File: config.mk
export PLATFORM = sky130hd
export DESIGN_NAME = cmvp_seq
export DESIGN_NICKNAME = d
export VERILOG_FILES = /design/src/cmvp_pkg.sv /design/src/cmvp_seq.sv
export SDC_FILE = /design/constraint.sdc
export NUM_CORES = 1
export LEC_CHECK = 0
export BUFFER_PORTS_ARGS = -buffer_cell sky130_fd_sc_hd__buf_4
export CORE_MARGIN = 1.5
export CORE_UTILIZATION = 50
export DETAILED_ROUTE_END_ITERATION = 8
export PLACE_DENSITY = 0.77
export SYNTH_ARGS = -nofsm -noshare
export SYNTH_HDL_FRONTEND = slang
export SYNTH_SLANG_ARGS = --single-unit
File: constraint.sdc
create_clock -name clk_i -period 2.6 [get_ports clk_i]
set_input_delay 0.26 -clock clk_i [delete_from_list [all_inputs] [get_ports clk_i]]
set_output_delay 0.26 -clock clk_i [all_outputs]
set_load 0.005 [all_outputs]
File: src/cmvp_pkg.sv
`timescale 1ns / 1ps
// Package for the chained matrix-vector product block.
// Holds the shared widths, command and register codes, pipeline structs and
// the saturation function. It depends on nothing else.
package cmvp_pkg;

  localparam int DATA_W      = 32;
  localparam int FRAC_W      = 16;
  localparam int PROD_W      = 2 * DATA_W - FRAC_W;
  localparam int ACC_W       = PROD_W + 4;
  localparam int ROW_W       = 3;
  localparam int SIZE_W      = 4;
  localparam int FUNC_W      = 3;
  localparam int CFG_IDX_W   = 1;
  localparam int MAX_OUT     = 8;
  localparam int DEF_MAX_DIM = 8;

  localparam logic [FUNC_W-1:0] FUNC_LOAD_Q    = 3'd0;
  localparam logic [FUNC_W-1:0] FUNC_LOAD_R    = 3'd1;
  localparam logic [FUNC_W-1:0] FUNC_LOAD_RINV = 3'd2;
  localparam logic [FUNC_W-1:0] FUNC_LOAD_X    = 3'd3;
  localparam logic [FUNC_W-1:0] FUNC_COMPUTE   = 3'd4;

  localparam logic [CFG_IDX_W-1:0] REG_MATRIX_SIZE = 1'd0;
  localparam logic [CFG_IDX_W-1:0] REG_SCALE       = 1'd1;

  localparam logic [SIZE_W-1:0]        SIZE_RESET  = 4'd8;
  localparam logic signed [DATA_W-1:0] SCALE_RESET = 32'sh0001_0000;

  localparam logic signed [ACC_W-1:0] ACC_SAT_HI = ACC_W'(64'sh0000_0000_7fff_ffff);
  localparam logic signed [ACC_W-1:0] ACC_SAT_LO = ACC_W'(-64'sh0000_0000_8000_0000);

  typedef enum logic [2:0] {
    ST_IDLE,
    ST_PHASE_A,
    ST_DRAIN,
    ST_PHASE_B,
    ST_FLUSH
  } state_e;

  typedef struct packed {
    logic             valid;
    logic             first;
    logic             last;
    logic             phase_b;
    logic             lam;
    logic             tail;
    logic [ROW_W-1:0] row;
    logic [ROW_W-1:0] col;
  } issue_t;

  typedef struct packed {
    logic             valid;
    logic             first;
    logic             last;
    logic             phase_b;
    logic             lam;
    logic             tail;
    logic [ROW_W-1:0] row;
  } stage_t;

  typedef struct packed {
    logic                     valid;
    logic [ROW_W-1:0]         row;
    logic signed [DATA_W-1:0] rx;
    logic signed [DATA_W-1:0] rinvx;
  } wb_t;

  function automatic logic signed [DATA_W-1:0] sat32(input logic signed [ACC_W-1:0] v);
    if (v > ACC_SAT_HI) begin
      return ACC_SAT_HI[DATA_W-1:0];
    end else if (v < ACC_SAT_LO) begin
      return ACC_SAT_LO[DATA_W-1:0];
    end
    return v[DATA_W-1:0];
  endfunction

endpackage

File: src/cmvp_seq.sv
`timescale 1ns / 1ps
// Sequencer of the chained matrix-vector product block.
// Walks rows and columns of both passes and issues one memory access per cycle during each pass.
// Depends on cmvp_pkg.
module cmvp_seq #(
  parameter int MAX_DIM = cmvp_pkg::DEF_MAX_DIM
) (
  input  logic                           clk_i,
  input  logic                           rst_ni,
  input  logic                           accept_i,
  input  logic [cmvp_pkg::FUNC_W-1:0]    func_i,
  input  logic [cmvp_pkg::SIZE_W-1:0]    matrix_size_i,
  input  logic                           pipe_empty_i,
  output logic                           busy_o,
  output logic [cmvp_pkg::SIZE_W-1:0]    n_o,
  output cmvp_pkg::issue_t               issue_o
);

  localparam int Lim = (MAX_DIM < cmvp_pkg::MAX_OUT) ? MAX_DIM : cmvp_pkg::MAX_OUT;

  cmvp_pkg::state_e state_q, state_d;
  logic [cmvp_pkg::SIZE_W-1:0] n_q, n_d;
  logic [cmvp_pkg::SIZE_W-1:0] n_m1;
  logic [cmvp_pkg::ROW_W-1:0]  i_q, i_d;
  logic [cmvp_pkg::SIZE_W-1:0] j_q, j_d;
  logic                        row_end_a, row_end_b, last_row;

  assign n_m1      = n_q - 4'd1;
  assign last_row  = ({1'b0, i_q} == n_m1);
  assign row_end_a = (j_q == n_m1);
  assign row_end_b = (j_q == n_q);

  always_comb begin
    if (matrix_size_i == '0) begin
      n_d = 4'd1;
    end else if (int'(matrix_size_i) > Lim) begin
      n_d = cmvp_pkg::SIZE_W'(Lim);
    end else begin
      n_d = matrix_size_i;
    end
  end

  always_comb begin
    state_d = state_q;
    unique case (state_q)
      cmvp_pkg::ST_IDLE: begin
        if (accept_i && func_i == cmvp_pkg::FUNC_COMPUTE) begin
          state_d = cmvp_pkg::ST_PHASE_A;
        end
      end
      cmvp_pkg::ST_PHASE_A: begin
        if (row_end_a && last_row) begin
          state_d = cmvp_pkg::ST_DRAIN;
        end
      end
      cmvp_pkg::ST_DRAIN: begin
        if (pipe_empty_i) begin
          state_d = cmvp_pkg::ST_PHASE_B;
        end
      end
      cmvp_pkg::ST_PHASE_B: begin
        if (row_end_b && last_row) begin
          state_d = cmvp_pkg::ST_FLUSH;
        end
      end
      cmvp_pkg::ST_FLUSH: begin
        if (pipe_empty_i) begin
          state_d = cmvp_pkg::ST_IDLE;
        end
      end
      default: state_d = cmvp_pkg::ST_IDLE;
    endcase
  end

  always_comb begin
    i_d = i_q;
    j_d = j_q;
    unique case (state_q)
      cmvp_pkg::ST_PHASE_A: begin
        if (row_end_a) begin
          j_d = '0;
          i_d = i_q + 3'd1;
        end else begin
          j_d = j_q + 4'd1;
        end
      end
      cmvp_pkg::ST_PHASE_B: begin
        if (row_end_b) begin
          j_d = '0;
          i_d = i_q + 3'd1;
        end else begin
          j_d = j_q + 4'd1;
        end
      end
      default: begin
        i_d = '0;
        j_d = '0;
      end
    endcase
  end

  always_comb begin
    busy_o          = (state_q != cmvp_pkg::ST_IDLE);
    issue_o.valid   = 1'b0;
    issue_o.phase_b = 1'b0;
    issue_o.lam     = 1'b0;
    issue_o.first   = (j_q == '0);
    issue_o.last    = row_end_a;
    issue_o.tail    = last_row;
    issue_o.row     = i_q;
    issue_o.col     = j_q[cmvp_pkg::ROW_W-1:0];
    unique case (state_q)
      cmvp_pkg::ST_PHASE_A: begin
        issue_o.valid = 1'b1;
      end
      cmvp_pkg::ST_PHASE_B: begin
        issue_o.valid   = 1'b1;
        issue_o.phase_b = 1'b1;
        issue_o.lam     = row_end_b;
        issue_o.first   = (j_q == '0) || row_end_b;
        issue_o.last    = row_end_a || row_end_b;
      end
      default: begin
        issue_o.valid = 1'b0;
      end
    endcase
  end

  assign n_o = n_q;

  always_ff @(posedge clk_i or negedge rst_ni) begin
    if (!rst_ni) begin
      state_q <= cmvp_pkg::ST_IDLE;
      n_q     <= 4'd1;
      i_q     <= '0;
      j_q     <= '0;
    end else begin
      state_q <= state_d;
      i_q     <= i_d;
      j_q     <= j_d;
      if (state_q == cmvp_pkg::ST_IDLE && accept_i) begin
        n_q <= n_d;
      end
    end
  end

endmodule

# Word-level counts from Yosys, hierarchy flattened
# Index checks and enable logic that the tools add are counted.
# W data, S select, Z words.
# word_totals
output_inout_bits	17
ff_bits	14
elab_cells	52
# op_classes
mux	16
reduce_logical	13
addsub	3
n_eq_ne	15
n_lt_le_gt_ge	1
# ops
operator	count
$mux W3	7
$mux W4	5
$pmux W3 S5	1
$ne A2 B2 Y1 const B	7
$eq A4 B4 Y1	2
$logic_not A4 Y1	2
$pmux W4 S2	1
$eq A3 B2 Y1 const B	2
$eq A3 B3 Y1 const B	2
$pmux W3 S2	1
$reduce_and A5 Y1	1
$add A4 B1 Y4 const B	1
$eq A3 B4 Y1	1
$gt A4 B4 Y1 const B	1
$logic_and A1 B1 Y1	4
$sub A4 B1 Y4 const B	1
$add A3 B1 Y3 const B	1
$eq A3 B1 Y1 const B	1
$logic_not A3 Y1	1
$reduce_bool A3 Y1	1
$logic_or A1 B1 Y1	2
$reduce_and A2 Y1	1
$reduce_or A2 Y1	1
$mux W1	1

# Logic depth before layout (Yosys ltp)
# Gate-level depths: netlist of run 1.
# logic_depth
depth_word	5
depth_mapped	7
mapped_depth_nobuf	7

# Worst setup path after synthesis of run 1
# OpenSTA, ideal clock, no wires.
# synth_timing
path_type	register -> register
start	register n_q (netlist bit n_o[0])
end	register state_q[2]
path_buffers	0
arrival_time_ps	1906
path_slack_ps	574
synth_period_minus_slack_ps	2026
setup_ps	120
path_stages_with_launch	8
cell_sequence	dfstp_2 -> inv_1 -> ha_1 -> xnor2_1 -> nor3_4 -> a32oi_4 -> inv_2 -> a31o_2
# synth_via
elab_chain_cells	5
word_cells_on_any_way	9
cone_classes	1 x add/sub; 5 x eq/ne; 3 x reduce/logical
# synth_rtl
element	line_no	source
from (decl)	cmvp_seq.sv:22	logic [cmvp_pkg::SIZE_W-1:0] n_q, n_d;
from (signal assigned)	cmvp_seq.sv:142	n_q <= n_d;
$sub A4 B1 Y4	cmvp_seq.sv:28	assign n_m1 = n_q - 4'd1;
$eq A3 B4 Y1 or $eq A4 B4 Y1 (tied branches)	cmvp_seq.sv:29, cmvp_seq.sv:30	
$logic_and A1 B1 Y1 (on tied branches)	cmvp_seq.sv:62, cmvp_seq.sv:52	
$ne A2 B2 Y1 (no source line)	-	
$reduce_and A5 Y1 (no source line) *	-	
to (signal assigned)	cmvp_seq.sv:133	state_q <= cmvp_pkg::ST_IDLE;
to (signal assigned)	cmvp_seq.sv:138	state_q <= state_d;
to (decl)	cmvp_seq.sv:21	cmvp_pkg::state_e state_q, state_d;
# Mark *: on every way between the ends. The rest lies on a longest branch, timed or not.
# A chain may end at the register's enable or synchronous reset.

==> results of run 1 <==
## cell usage in the layout (no fill, tap or decap)
| cell type | count |
|---|---|
| dfrtp_1 | 13 |
| a21oi_1 | 2 |
| ha_1 | 4 |
| inv_1 | 8 |
| xor2_1 | 6 |
| nor4b_4 | 1 |
| dlygate4sd3_1 | 1 |
| clkbuf_4 | 3 |
| nand2_1 | 5 |
| and3_2 | 1 |
| nor2_1 | 10 |
| nand4bb_1 | 1 |
| nand3_1 | 1 |
| clkbuf_8 | 1 |
| nand2b_1 | 3 |
| o21ai_0 | 3 |
| a311oi_2 | 1 |
| xor2_2 | 1 |
| a221oi_1 | 1 |
| and2_2 | 1 |
| nor4_4 | 1 |
| buf_4 | 27 |
| a31o_2 | 3 |
| o31ai_1 | 1 |
| inv_2 | 1 |
| mux2i_1 | 1 |
| xnor2_2 | 2 |
| mux2_2 | 1 |
| a21o_1 | 1 |
| xnor2_1 | 6 |
| nor3_4 | 1 |
| nor3_1 | 2 |
| nor4b_1 | 2 |
| or3_1 | 1 |
| dfstp_2 | 1 |
| a32oi_4 | 1 |
## kinds of logic after synthesis
group                      after synthesis
DFF                                     14
AOI/OAI and AO/OA                       13
adders and majority gates                4
muxes                                    2
buffers and inverters                   16
xor gates and xnor gates                15
and+or+nand+nor                         30
## where the power goes
group          switching, W  total [W]  leakage [nW]  internal (W)
combinational      0.000516    0.00103         0.377      0.000511
sequential         0.000168   0.000482         0.174      0.000314
clock             0.0000730   0.000158        0.0210     0.0000852
## metal layers
layer / share of wire / wire length [um] / GRT usage / up-vias
met5: 0 / 0 / 0 / -
met4: 0.013 / 25 / 0.0667 / 0
met3: 0.029 / 58 / 0.0346 / 4
met2: 0.48 / 941 / 0.329 / 16
met1: 0.48 / 951 / 0.245 / 353
li1: - / - / - / 365
## how the worst max path moves through the flow
stage                                         to  slack (ns)
final                                 issue_o[6]        0.22
after global routing                  issue_o[6]        0.12
after CTS                             issue_o[6]        0.21
after detailed placement      i_q[2]$_DFFE_PN0P_        0.44
after global placement    state_q[2]$_DFFE_PN0P_        0.51
after floorplan           state_q[2]$_DFFE_PN0P_        0.57
## state kept, by name (all words and copies together), names as in the netlist
| name | count |
|---|---|
| state_q | 3 |
| n_o | 4 |
| i_q | 3 |
| j_q | 4 |
## per-stage QoR
step / power (W) / utilization
after floorplan: 0.00124 / -
after global placement: 0.00147 / 0.653
after detailed placement: 0.00151 / 0.653
after CTS: 0.00167 / 0.679
after global routing: 0.00179 / 0.679
final: 0.00167 / 0.679
## what timing repair did
item                                    4_1_cts  5_1_grt
endpoints found under the setup margin        0        0
hold buffers                                  1        0
endpoints found under the hold margin        13        0
## worst max-delay path: cells and delay by family (launching register included)
kind | cells | cell delay (ns)
buf+inv | 2 | 0.24
simple gates | 1 | 0.43
xor+xnor | 2 | 0.34
flops | 1 | 0.61
fa+ha+maj | 1 | 0.22
## cell type report
cell class / count / area share
well taps: 25 / 0.0259
multi-input cells: 64 / 0.450
repair buffers: 28 / 0.176
flip-flops and latches: 14 / 0.291
clock buffers: 4 / 0.0300
inverters: 9 / 0.0279
==> key figures, run 1 <==
Outcome
  • Status: complete, no violations

Worst hold path
  • Hold Path Depth: 2
  • Hold Path Class: in -> reg
  • Hold path endpoint: n_o[0]$_DFFE_PN1P_
  • Hold Startpoint: matrix_size_i[3]

Clock tree
  • Latest clock arrival within the worst-skew pair: 0.28 ns
  • Clk root buf: clkbuf_4
  • Post-CTS setup buffer count: 0
  • Clk sinks: 14
  • Post_cts resized: 0
  • CTS tree: built
  • Reg clk slew, reported paths: approximately 0.08 ns
  • Inserted Clock Buffers: 3
  • Maximum clock path buffer count: 2
  • CTS HTree Levels: 1

Logic synthesis
  • Simple-gate portion of the synthesized area: 0.206
  • Post-synthesis xor/xnor area fraction: 0.158
  • Largest area contributor in the netlist: dfrtp_1
  • Adder-cell share of the synthesized area: 0.0513
  • Main combinational cell family by area after synthesis: simple AND/OR/NAND/NOR gates
  • Post-synthesis compound-gate area fraction: 0.121
  • Leading post-synthesis cells by cell area: dfrtp_1 33%, xnor2_1 5.4%, xor2_1 5.4%
  • Ys Warns: 0
  • Synth top area share: 0.333
  • Number of flops mapped to enable cells by yosys: 0
  • Number of synthesized register bits: 14
  • Seq/Total Area, Yosys: 0.360
  • Top-count cell post-synth: dfrtp_1
  • Ys flop type: dfrtp_1
  • Synth top cells by count: 13 x dfrtp_1, 10 x nor2_1, 8 x inv_1
  • Netlist cell types: 35
  • Mux cell area share after synthesis: 0.0218
  • Mean area per synthesized cell: about 10 um2
  • Asr flop ratio synth: 1.00
  • Cells after Synth: 94
  • Synthesized area: 976 um2
  • Post-Syn Nets: 109

Global routing
  • Initial antenna violation count: 0
  • All-layer global routing usage: 0.193
  • Largest net degree at the start of global routing: 15
  • First-pass GRT wire length: approximately 3000 um
  • Global route overflow: 0
  • Vias in the first global route: around 700

STA
  • Worst-margin pin slew: about 0.37 ns
  • Worst slew margin: 0.749
  • Setup violators final: 0
  • TNS Setup: 0 ns
  • Tmin final: 2.38 ns
  • Clock skew: just under 0.009 ns
  • WHS: about 0.14 ns
  • Final period util: 0.914
  • RSZ-0062 raised after global routing: false
  • Final hold violations: 0
  • Max-slew violation count: 0
  • Fin worst setup slack: roughly 0.22 ns
  • F_max: roughly 0.42 GHz

Setup path
  • Crit Path Max Fanout: 6
  • WP data arrival: ~2.1 ns
  • Crit path from: n_o[0]$_DFFE_PN1P_
  • RR Endpoint: i_q[2]$_DFFE_PN0P_
  • Critical Setup Path Class: reg -> out
  • Req. time, crit path: approximately 2.3 ns
  • Worst R2R Setup Slack: about 0.43 ns
  • Cells on worst reg2reg path: 7
  • Critical Path Sink Type: output pin
  • Critical path's largest stage delay: between 0.6 and 0.7 ns
  • Worst r2r src: n_o[0]$_DFFE_PN1P_
  • Worst-path cell chain: inv_1 -> ha_1 -> xnor2_2 -> xnor2_1 -> nor4_4 -> buf_4
  • CP startpoint kind: flip-flop
  • CP max stage cell: dfstp_2

Finish
  • Post-route cell area: between 0.001 and 0.0015 mm2
  • Layout fillers: about 150
  • Area of the multi-input gates: between 500 and 600 um2
  • Share of layout cells above drive strength 1: 0.395
  • FF+latch area: ~350 um2
  • # diodes: 0
  • Nets: roughly 140
  • Synth-to-layout area growth: 24.0%
  • Post-Layout Cell Count: roughly 140

Die
  • Core area: 0.00178 mm2
  • Top Ports: 28
  • Die boundary height: roughly 47 um
  • Die width: 47.2 um
  • Die footprint: roughly 0.0022 mm2
  • Row cnt: 15
  • Initial Util: 0.547

Placement
  • Number of placed instances, taps included: 139
  • Post-Place Worst Slack: approximately 0.44 ns
  • Port Buf Inserts: 27
  • GPL Wtd Cong: 0.784
  • DP Area: 0.00116 mm2
  • Final HPWL DP: 1580 um

Routing
  • Drt first pass iters: 3
  • WL per Instance: approximately 14 um
  • Antenna-violating nets left: 0
  • Vias per Instance: 5.13
  • Final wirelength: a little under 2000 um
  • DR iter-0 viols: 5
  • Vias post-DR: between 700 and 800
  • # DRC: 0

Power and ir drop
  • VDD IR-drop max: approximately 660 uV
  • Pwr/cell area: 1380 mW/mm2
  • Leakage Power: ~0.57 nW

Run
  • Max_cap viols: 0
Note: power is estimated with default switching activity, not from simulation.
==> run 2: changes to the inputs <==
- CORE_ASPECT_RATIO: not set -> 1.5
==> run 2 against run 1 <==
Effect of this change:
- clock power down 16%
- critical path depth did not move
- highest routed layer unchanged
- first-iteration DRC count is 100% higher
- critical endpoint unchanged
==> key figures, run 2 (synthesis gave the netlist of run 1 again) <==
STA
  • WHS: 0.145 ns
  • TNS Setup: 0 ns
  • Worst slew margin: 0.752
  • Tmin final: ~2.4 ns
  • Final hold violations: 0
  • Setup violators final: 0
  • Clock skew: about 0.009 ns
  • Worst-margin pin slew: about 0.37 ns
  • RSZ-0062 raised after global routing: false
  • Max-slew violation count: 0
  • F_max: between 0.4 and 0.5 GHz
  • Final period util: 0.905

Clock tree
  • CTS tree: built
  • Clk root buf: clkbuf_4
  • Reg clk slew, reported paths: around 0.080 ns
  • CTS HTree Levels: 1
  • Latest clock arrival within the worst-skew pair: about 0.28 ns
  • Inserted Clock Buffers: 3
  • Post-CTS setup buffer count: 0
  • Post_cts resized: 0
  • Maximum clock path buffer count: 2
  • Clk sinks: 14

Routing
  • WL per Instance: approximately 13 um
  • Vias post-DR: 727
  • Antenna-violating nets left: 0
  • Final wirelength: 1870 um
  • Drt first pass iters: 4
  • DR iter-0 viols: 10
  • # DRC: 0
  • Vias per Instance: about 5.2

Global routing
  • Initial antenna violation count: 0
  • First-pass GRT wire length: 3100 um
  • All-layer global routing usage: 0.189
  • Vias in the first global route: 725
  • Largest net degree at the start of global routing: 15
  • Global route overflow: 0

Power and ir drop
  • Total chip power: between 0.0015 and 0.002 W
  • Leakage Power: around 0.57 nW
  • Pwr/cell area: ~1400 mW/mm2
  • VDD IR-drop max: just under 900 uV

Run
  • Max_cap viols: 0

Setup path
  • CP startpoint kind: flip-flop
  • Worst r2r src: n_o[0]$_DFFE_PN1P_
  • Critical Path Sink Type: output pin
  • Crit Path Max Fanout: 6
  • Critical Setup Path Class: reg -> out
  • CP max stage cell: dfstp_2
  • Worst-path cell chain: inv_1 -> ha_1 -> xnor2_2 -> xnor2_1 -> nor4_4 -> buf_4
  • Cells on worst reg2reg path: 7
  • CP top delay family: flip-flops
  • CP Buf/Inv Count: 2
  • Critical path's largest stage delay: just over 0.6 ns
  • WP data arrival: roughly 2.1 ns
  • Req. time, crit path: ~2.3 ns
  • RR Endpoint: state_q[2]$_DFFE_PN0P_
  • Crit path from: n_o[0]$_DFFE_PN1P_
  • Worst R2R Setup Slack: ~0.44 ns

Worst hold path
  • Hold path endpoint: n_o[0]$_DFFE_PN1P_
  • Hold Path Depth: 2
  • Hold Path Class: in -> reg
  • Hold Startpoint: matrix_size_i[3]

Die
  • Die boundary height: approximately 57 um
  • Die width: 39.1 um
  • Core area: between 0.0015 and 0.002 mm2
  • Top Ports: 28
  • Row cnt: 19
  • Initial Util: 0.533
  • Die footprint: about 0.0022 mm2

Finish
  • Share of layout cells above drive strength 1: 0.387
  • # diodes: 0
  • Synth-to-layout area growth: 22.4%
  • Most common cell after layout, fill and taps aside: buf_4
  • Commonest cells after routing, fill and taps aside: 27 x buf_4, 13 x dfrtp_1, 10 x nor2_1
  • Post-Layout Cell Count: 140
  • Nets: around 140
  • Post-route cell area: about 0.0012 mm2

Outcome
  • Status: complete, no violations

Placement
  • Port Buf Inserts: 27
  • GPL Wtd Cong: approximately 0.85
  • Final HPWL DP: between 1000 and 1500 um
  • Number of placed instances, taps included: 135
  • DP Area: around 0.0012 mm2
run 2: worst reg2reg max path: stages, from the launching register on:
cell,delay (ns)
dfstp_2,0.61
inv_1,0.06
ha_1,0.33
xnor2_1,0.32
nor3_4,0.07
a32oi_4,0.36
inv_2,0.07
a31o_2,0.23
run 2: report_power, final:
part	leakage (nW)	internal [W]	total (W)	switching, W
logic	0.377	0.000510	0.00100	0.000492
clock network	0.0150	0.0000595	0.000133	0.0000733
registers	0.174	0.000314	0.000482	0.000168
total	0.566	0.000883	0.00162	0.000734
run 2: final cells by class:
class	instances	area, um2
clock buffer	4	26.3
timing repair buffer	28	213
sequential	14	352
inverter	9	33.8
fill	152	636
tap	21	26.3
multi-input combinational	64	544
run 2: worst max-delay path by stage:
stage	end	slack (ns)	cells after the start
6_report	issue_o[6]	0.25	6
5_1_grt	issue_o[6]	0.15	6
4_1_cts	issue_o[6]	0.23	6
3_5_place_dp	state_q[2]$_DFFE_PN0P_	0.44	7
3_3_place_gp	state_q[2]$_DFFE_PN0P_	0.50	7
2_1_floorplan	state_q[2]$_DFFE_PN0P_	0.57	7
run 2: timing repair:
item                                   in CTS  in global routing
hold buffers                                1                  0
endpoints found under the hold margin      13                  0
setup endpoints to repair                   0                  0
run 2: layer usage:
layer	routed length [um]	GRT usage	share of wire
met1	782	0.239	0.42
met4	6	0.0443	0.0032
met2	1000	0.329	0.54
met3	74	0.0233	0.040
met5	0	0	0
run 2: metrics by stage:
stage	utilization	setup WS, ns
after floorplan	-	0.574
after global placement	0.633	0.500
after detailed placement	0.633	0.441
after CTS	0.653	0.228
after global routing	0.653	0.148
final	0.653	0.248
